===== src/rtl/rti_pkg.sv =====
package rti_pkg;

  // Field and datapath widths, and the queue depth.
  localparam int CW          = 32;
  localparam int D_W         = 67;
  localparam int E_W         = 66;
  localparam int DEN_W       = 66;
  localparam int NUM_W       = 99;
  localparam int QB          = 34;
  localparam int RW          = DEN_W + QB;
  localparam int LO_W        = 34;
  localparam int C_W         = 67;
  localparam int PR_W        = 2 * C_W;
  localparam int DOT_W       = PR_W + 2;
  localparam int CFG_IDX_W   = 3;
  localparam int QUEUE_DEPTH = 4;

  localparam logic [CW-1:0] DIR_X_RESET = 32'h0001_0000;

  // Configuration register indexes.
  localparam logic [CFG_IDX_W-1:0] REG_ORIGIN_X    = 3'd0;
  localparam logic [CFG_IDX_W-1:0] REG_ORIGIN_Y    = 3'd1;
  localparam logic [CFG_IDX_W-1:0] REG_ORIGIN_Z    = 3'd2;
  localparam logic [CFG_IDX_W-1:0] REG_DIRECTION_X = 3'd3;
  localparam logic [CFG_IDX_W-1:0] REG_DIRECTION_Y = 3'd4;
  localparam logic [CFG_IDX_W-1:0] REG_DIRECTION_Z = 3'd5;

  typedef struct packed {
    logic signed [CW-1:0] v0_x;
    logic signed [CW-1:0] v0_y;
    logic signed [CW-1:0] v0_z;
    logic signed [CW-1:0] v1_x;
    logic signed [CW-1:0] v1_y;
    logic signed [CW-1:0] v1_z;
    logic signed [CW-1:0] v2_x;
    logic signed [CW-1:0] v2_y;
    logic signed [CW-1:0] v2_z;
    logic signed [CW-1:0] normal_x;
    logic signed [CW-1:0] normal_y;
    logic signed [CW-1:0] normal_z;
  } in_t;

  typedef struct packed {
    logic                 hit;
    logic signed [CW-1:0] hit_x;
    logic signed [CW-1:0] hit_y;
    logic signed [CW-1:0] hit_z;
  } out_t;

  typedef struct packed {
    logic [2:0][CW-1:0] org;
    logic [2:0][CW-1:0] dir;
  } ray_t;

  // One classified triangle as it waits between the two halves.
  typedef struct packed {
    logic                  miss;
    logic signed [D_W-1:0] d;
    logic signed [E_W-1:0] e;
    logic [8:0][CW-1:0]    v;
  } qitem_t;

endpackage


===== src/rtl/rti_queue.sv =====
module rti_queue #(
  parameter int DEPTH = rti_pkg::QUEUE_DEPTH
) (
  input  logic            clk,
  input  logic            rst_n,
  input  logic            push,
  input  rti_pkg::qitem_t push_data,
  output logic            full,
  input  logic            pop,
  output rti_pkg::qitem_t pop_data,
  output logic            empty
);

  localparam int PW    = $clog2(DEPTH);
  localparam int CNT_W = $clog2(DEPTH + 1);

  rti_pkg::qitem_t  mem_r [DEPTH];
  logic [PW-1:0]    wr_r, wr_nxt, rd_r, rd_nxt;
  logic [CNT_W-1:0] cnt_r, cnt_nxt;

  assign full     = (cnt_r == CNT_W'(DEPTH));
  assign empty    = (cnt_r == '0);
  assign pop_data = mem_r[rd_r];

  always_comb begin
    wr_nxt = wr_r;
    rd_nxt = rd_r;
    if (push) begin
      wr_nxt = (wr_r == PW'(DEPTH - 1)) ? '0 : wr_r + 1'b1;
    end
    if (pop) begin
      rd_nxt = (rd_r == PW'(DEPTH - 1)) ? '0 : rd_r + 1'b1;
    end
    unique case ({push, pop})
      2'b10:   cnt_nxt = cnt_r + 1'b1;
      2'b01:   cnt_nxt = cnt_r - 1'b1;
      default: cnt_nxt = cnt_r;
    endcase
  end

  always_ff @(posedge clk) begin
    if (!rst_n) begin
      wr_r  <= '0;
      rd_r  <= '0;
      cnt_r <= '0;
    end else begin
      wr_r  <= wr_nxt;
      rd_r  <= rd_nxt;
      cnt_r <= cnt_nxt;
    end
  end

  always_ff @(posedge clk) begin
    if (push) begin
      mem_r[wr_r] <= push_data;
    end
  end

endmodule


===== config.mk =====
export PLATFORM = sky130hd
export DESIGN_NAME = rti_queue
export DESIGN_NICKNAME = d
export VERILOG_FILES = /design/src/rtl/rti_pkg.sv /design/src/rtl/rti_queue.sv
export SDC_FILE = /design/constraint.sdc
export NUM_CORES = 1
export LEC_CHECK = 0
export BUFFER_PORTS_ARGS = -buffer_cell sky130_fd_sc_hd__clkbuf_2
export CELL_PAD_IN_SITES_DETAIL_PLACEMENT = 0
export CELL_PAD_IN_SITES_GLOBAL_PLACEMENT = 2
export CORE_AREA = 3 3 358 360
export DETAILED_ROUTE_END_ITERATION = 10
export DIE_AREA = 0 0 361 363
export PLACE_DENSITY_LB_ADDON = 0.1
export SETUP_SLACK_MARGIN = 0.1
export SLEW_MARGIN = 10
export SYNTH_ARGS = -nofsm -noshare
export SYNTH_HDL_FRONTEND = slang
export SYNTH_SLANG_ARGS = --single-unit

===== constraint.sdc =====
create_clock -name clk -period 17.9 [get_ports clk]
set_input_delay 1.79 -clock clk [delete_from_list [all_inputs] [get_ports clk]]
set_output_delay 1.79 -clock clk [all_outputs]
set_load 0.02 [all_outputs]

Word level (Yosys, flattened, before mapping)
Memory sizes are Yosys's and may differ from the RTL's. A register that Yosys moved wholly into a read port is not among the register bits.
Cells that the tools add are included.
{"block": "totals", "inputBits": 426, "ff_bits": 7, "memories": 1, "wordCells": 22, "ramBits": 1688}
{"memory": "mem_r", "depth": 4, "width": 422, "rd": 1, "rd_clocked_by_memory_dff": 1, "wr": 1, "line": "rti_queue.sv:17", "text": "rti_pkg::qitem_t mem_r [DEPTH];"}
{"block": "op_classes", "n_mux": 7, "n_addsub": 4, "reduce_logical": 2, "eq_ne": 5}
{"cell": "$mux 2", "n": 4}
{"cell": "$eq 2x2->1 const B", "n": 3}
{"cell": "$pmux 3 s2", "n": 1}
{"cell": "$add 2x1->2 const B", "n": 2}
{"cell": "$add 3x1->3 const B", "n": 1}
{"cell": "$eq 3x3->1 const B", "n": 1}
{"cell": "$logic_not 3->1", "n": 1}
{"cell": "$sub 3x1->3 const B", "n": 1}
{"cell": "$eq 2x1->1 const B", "n": 1}
{"cell": "$mux 1", "n": 2}
{"cell": "$reduce_bool 2->1", "n": 1}

Longest topological paths before layout
Gate-level depths: netlist of run 1.
{"block": "depth", "word_depth": 4, "mapped_depth": 7, "mapped_depth_nobuf": 7}

Worst setup path after synthesis of run 1
No wires, ideal clock.
{"block": "synth_timing", "path_type": "input-to-reg", "from": "input push", "to": "memory mem_r[0][0] (netlist name) (enable)", "path_stages": 1, "n_path_buf": 0, "required_ns": 17.062, "arrival_ns": 11.275, "path_slack_ns": 5.786, "cell_sequence": "and2_1"}
{"block": "synth_via", "elab_chain_len": 2}
{"element": "from (decl)", "line": "rti_queue.sv:6", "text": "input logic push,"}
{"element": "$mux 1", "line": "rti_queue.sv:54", "text": "if (push) begin"}
{"element": "$mux 1 (not written as such)", "line": "rti_queue.sv:55", "text": "mem_r[wr_r] <= push_data;"}
{"element": "to (decl)", "line": "rti_queue.sv:17"}
Every way passes these cells.

==> out/qor.yml, run 1 <==
run_status:
  status: "finished clean"
global_route:
  grt_usage_pct: 21.48
  grt_max_degree: 164
  gr-total-overflow: 0
  grt_pass1_vias: 29410
  antenna_found_initial: 62
  grt_pass1_wl_um: 202600
clock_network:
  clock-sinks: 1697
  clkLatencyLatePin_ps: 750
  cts.htree.levels: 4
  cts_setup_buffers: 0
  cts-root-buf: "clkbuf_16"
  cts_buffer_depth: 3
  clk_pin_slew_ps: 60
  cts_buffers: 171
  holdBufCountCts: 0
  cts_tree: "done"
  post_cts_resized: 0
critical_path:
  cpLargestDelayFamily: "buffers and inverters"
  cp_common_cell: "buf_4"
  max_stage_delay_ps: 1040
  worstPathArrival_ps: 5300
  start_kind: "register"
  reg2reg_slack_ps: 13620
  timing.rr.start: "wr_r[0]"
  cp_num_buf_inv: 4
  cpMaxStageDelayCell: "dfxtp_4"
  crit_type: "reg -> out"
  end_kind: "output pin"
  path_cells: "buf_4, buf_4, buf_4, mux4_2, clkbuf_2"
  reg2reg_depth: 6
  cp.depth: 5
  crit_path_max_fanout: 50
  cp_data_required_time_ps: 16110
synthesis:
  synth_fp_nets: 2684
  syn_area_um2: 61390
  ys.warnings.count: 0
  ys_top_cells_by_area: "edfxtp_1, mux4_2, buf_6, buf_2, dfxtp_1"
  synth-seq-area-share_pct: 82.86
  synth.avg_cell_area_um2: 27.27
  synth_top_area_cell: "edfxtp_1"
  ys_seq_elements: 1697
  synth_top_area_share_pct: 82.57
  syn_inst: 2251
  yosysUniqueCellTypes: 23
finish:
  fin_util_pct: 57.96
  area_delta_synth_final_pct: 18.40
  drive_gt1_share_pct: 45.67
  final_common_cell: "edfxtp_1"
  final_nets: 3642
  final_cell_mix: "edfxtp_1, clkbuf_2, mux4_2"
pwr:
  p_per_area_nw_per_um2: 120.3
  vdd_ir_drop_max_v: 0.0001030
  power_mw: 8.747
  power_leakage_nw: 24.28
job:
  drv_cap: 0
routing:
  drcViolationCount: 0
  vias_per_cell: 5.499
  wire_per_inst_um: 27.89
  postRouteAntennaNets: 0
  wl_um: 140100
  drt_iter0_drc: 1971
  firstDrtPassIters: 5
  vias: 27630
timing:
  rsz0062_at_grt: "no"
  hold_viol: 0
  post-route-min-period_ps: 7087
  fin_crit_sh_pct: 39.59
  worst_slew_pin_slew_ps: 1204
  max-slew-margin-rel_pct: 19.72
  fmax_ghz: 0.1411
  holdWs_ps: 547.7
  slew_violations: 0
  final.setup.tns_ps: 0
  clock_skew_ps: 13.82
  setup_viol_count_final: 0
floorplan:
  core_area_um2: 125400
  die_h_um: 363
  dieArea_um2: 131000
  fp.dieW_um: 361
  initial_core_util_pct: 48.95
  ios: 850
  row_count: 130
worst_hold_path:
  min_from: "cnt_r[2]"
  min_path_type: "reg -> reg"
  hold_depth: 2
placed_design:
  gp_congestion: 0.7729
  io_buffers: 849
  place_hpwl_um: 89980
logic make-up (layout without fill, tap and decap cells):
group                      Yosys count  after routing  synth area share (%)
DFF                               1697           1697                 82.86
muxes                              424            424                 15.51
buffers and inverters              100           1186                 1.227
and+or+nand+nor                     16             16                0.1610
adders and majority gates            7              7                0.1549
AOI/OAI and AO/OA                    5              5               0.04892
xor gates and xnor gates             2              2               0.02854
other                                0             38                     0
cell type report:
class	instances	area (um^2)
multi-input combinational	454	9776
sequential	1697	50880
timing repair buffer	879	4562
antenna	38	95.09
inverter	6	22.52
tap	1650	2064
clock inverter	73	604.3
fill	9104	52720
clock buffer	228	4683
where the power goes:
part	leakage (nW)	total, mW	switching, mW	internal, mW
logic	6.13	0.819	0.519	0.299
registers	15.6	4.58	0.0394	4.54
clock network	2.57	3.35	1.39	1.96
total	24.3	8.75	1.95	6.80
worst register-to-register path: cells and delay by family, from the launching register on:
family                   cells  cell delay [ps]
adder cells (fa/ha/maj)      1              170
buffers and inverters        4             2730
flip-flops                   1              350
AND/OR/NAND/NOR              1              580
metrics by stage:
step / instances / setup WS [ps] / cell area [um^2]
2_1_floorplan: 2251 / 5786 / 61390
3_3_place_gp: 4686 / 11260 / 67300
3_5_place_dp: 4686 / 11260 / 67300
4_1_cts: 4987 / 10390 / 72590
5_1_grt: 4999 / 10120 / 72620
6_report: 5025 / 10810 / 72680
per-layer routing:
layer / track usage (%) / share of wire (%) / up-vias
met5: 0 / 0.15 / -
met4: 7.612 / 3.3 / 32
met3: 9.176 / 10 / 259
met2: 36.03 / 51 / 942
met1: 24.85 / 35 / 14580
li1: - / - / 11820
path summary, 6_finish.rpt:
kind,endpoint
max,pop_data[203]
min,cnt_r[2]
min reg2reg,cnt_r[2]
max reg2reg,mem_r[0][34]
Yosys cell counts:
master	instances
buf_2	44
edfxtp_1	1688
nor2b_1	4
o21ai_0	2
xor2_1	1
a21boi_0	1
nor3b_1	2
o21a_1	1
or3_1	1
and2_1	6
ha_1	6
inv_1	6
mux2i_1	2
nand2_1	1
and3_1	1
dfxtp_1	9
fa_1	1
clkbuf_1	7
a21oi_1	1
buf_6	43
nor3_1	1
mux4_2	422
xnor2_1	1
flip-flops by register name, indices dropped and copies added (netlist names), named ones only:
register,cells
rd_r,2
cnt_r,3
mem_r,1688
wr_r,2
Note: power is estimated with default switching activity, not from simulation.
==> run 2: changes to the inputs <==
Settings changed: CORE_AREA 3 3 358 360 to 3 3 391 393, DIE_AREA 0 0 361 363 to 0 0 394 396.
Clock period 17.9 ns to 6.3 ns, I/O delays scaled along.
==> run 2 against run 1 <==
  * Total power rose to 2.9 times the previous value
  * Global-route usage decreased by 2.2 points
  * First-iteration DRC count is 8.9% lower
  * Combinational power increased to 3.1 times the previous value
==> out/qor.yml, run 2 (synthesis gave the netlist of run 1 again) <==
clock_network:
  clkLatencyLatePin_ps: 780
  clock-sinks: 1697
  clk_pin_slew_ps: 60
  cts_setup_buffers: 0
  cts_buffer_depth: 3
  cts_tree: "done"
  cts_buffers: 179
  holdBufCountCts: 241
  cts.htree.levels: 4
  post_cts_resized: 0
  cts-root-buf: "clkbuf_16"
critical_path:
  start_kind: "register"
  reg2reg_depth: 5
  reg2reg_slack_ps: 3300
  end_kind: "output pin"
  crit_type: "reg -> out"
  timing.rr.start: "wr_r[0]"
  cp_data_required_time_ps: 5670
  worstPathArrival_ps: 3300
  r2r-end: "mem_r[2][60]"
  crit_path_max_fanout: 154
timing:
  max-slew-margin-rel_pct: 14.02
  fmax_ghz: 0.2545
  clock_skew_ps: 36.02
  setup_viol_count_final: 0
  post-route-min-period_ps: 3929
  rsz0062_at_grt: "no"
  hold_viol: 0
  worst_slack_ps: 2371
  fin_crit_sh_pct: 62.36
  final.setup.tns_ps: 0
  worst_slew_pin_slew_ps: 1290
  slew_violations: 0
run_status:
  status: "finished clean"
finish:
  reg.largest.list: "mem_r: 1688 flops, cnt_r: 3 flops"
  drive_gt1_share_pct: 43.01
  max_flop_register: "mem_r"
  final_cell_mix: "edfxtp_1, clkbuf_2, mux4_2"
  final_nets: 3895
  final_common_cell: "edfxtp_1"
  largest_reg_flops: 1688
  area_delta_synth_final_pct: 23.81
  design_area_um2: 76010
pwr:
  vdd_ir_drop_max_v: 0.0002834
  power_frac_comb_pct: 9.8
  power.share.clock_pct: 39.2
  p_per_area_nw_per_um2: 335.6
  p_sw_mw: 5.814
  seq_power_share_pct: 51.0
  p_int_mw: 19.69
  p_sw_share_pct: 22.80
  power_leakage_nw: 25.51
routing:
  wl_um: 150300
  route.met2.wl_um: 75680
  vias: 28950
  vias_per_cell: 5.107
  wire_per_inst_um: 26.51
  postRouteAntennaNets: 0
  firstDrtPassIters: 7
  drcViolationCount: 0
  wl_met3_um: 14210
  wl_met1_um: 55560
  top_layer: "met5"
  drt_iter0_drc: 1796
job:
  drv_cap: 0
floorplan:
  core_area_um2: 149800
  fp.dieW_um: 394
  row_count: 142
  dieArea_um2: 156000
  initial_core_util_pct: 40.99
  die_h_um: 396
  ios: 850
placed_design:
  post_dp_cell_area_um2: 67860
  place_hpwl_um: 94790
  io_buffers: 849
  pre_cts_ws_ps: 3057
  gp_congestion: 0.7773
worst_hold_path:
  min_path_type: "in -> reg"
  hold_end: "mem_r[2][82]"
  min_from: "push_data[82]"
  hold_depth: 1
global_route:
  grt_pass1_vias: 31250
  gr-total-overflow: 0
  grt_pass1_wl_um: 219200
  antenna_found_initial: 71
  grt_usage_pct: 19.32
  grt_max_degree: 155
==> run 2: cell types whose count changed in the layout (fill, tap and decap cells not counted), moves of 4 or more <==
| cell | delta |
|---|---|
| buf_12 | +6 |
| clkbuf_1 | +5 |
| clkbuf_16 | +7 |
| clkinv_1 | -4 |
| clkinv_2 | +15 |
| diode_2 | +9 |
| dlygate4sd3_1 | +241 |
==> run 2: worst max path at each step <==
stage                        start            end
final                     register  pop_data[169]
after global routing      register   pop_data[23]
after CTS                 register  pop_data[414]
after detailed placement      push  mem_r[2][408]
after global placement        push  mem_r[2][408]
after floorplan               push    mem_r[0][0]
==> run 2: metrics by stage <==
step	util, %	hold WS [ps]	instances	power, mW
6_report	50.75	79.18	5669	25.51
5_1_grt	50.71	25.47	5647	26.46
4_1_cts	50.67	0.04324	5622	25.90
3_5_place_dp	45.31	518.1	5056	15.69
3_3_place_gp	45.31	489.0	5056	15.63
2_1_floorplan	-	472.9	2251	14.66
==> run 2: layout make-up <==
cell class | count | area [um^2]
inverter | 6 | 22.52
tap | 2016 | 2522
fill | 12100 | 73770
multi-input combinational | 454 | 9776
clock inverter | 85 | 735.7
clock buffer | 240 | 4877
antenna | 47 | 117.6
sequential | 1697 | 50880
timing repair buffer | 1124 | 7079
==> run 2: power groups by stage <==
| stage | Sequential [mW] | Combinational, mW | Clock (mW) |
|---|---|---|---|
| floorplan | 13.2 | 1.42 | 0 |
| global placement | 13.2 | 2.41 | 0 |
| detailed placement | 13.2 | 2.44 | 0 |
| CTS | 13.0 | 2.58 | 10.3 |
| global route | 13.0 | 2.68 | 10.7 |
| finish | 13.0 | 2.51 | 9.99 |
==> run 2: worst max-delay path, stage by stage, from the launching register on <==
cell and delay, ps:
dfxtp_4 840, buf_12 580, mux4_2 490, clkbuf_2 190
==> run 2: routing by layer <==
metal	global-route usage, %	vias up
met5	0	-
met4	7.178	26
met3	7.788	259
met2	31.81	972
met1	22.93	15330
li1	-	12360
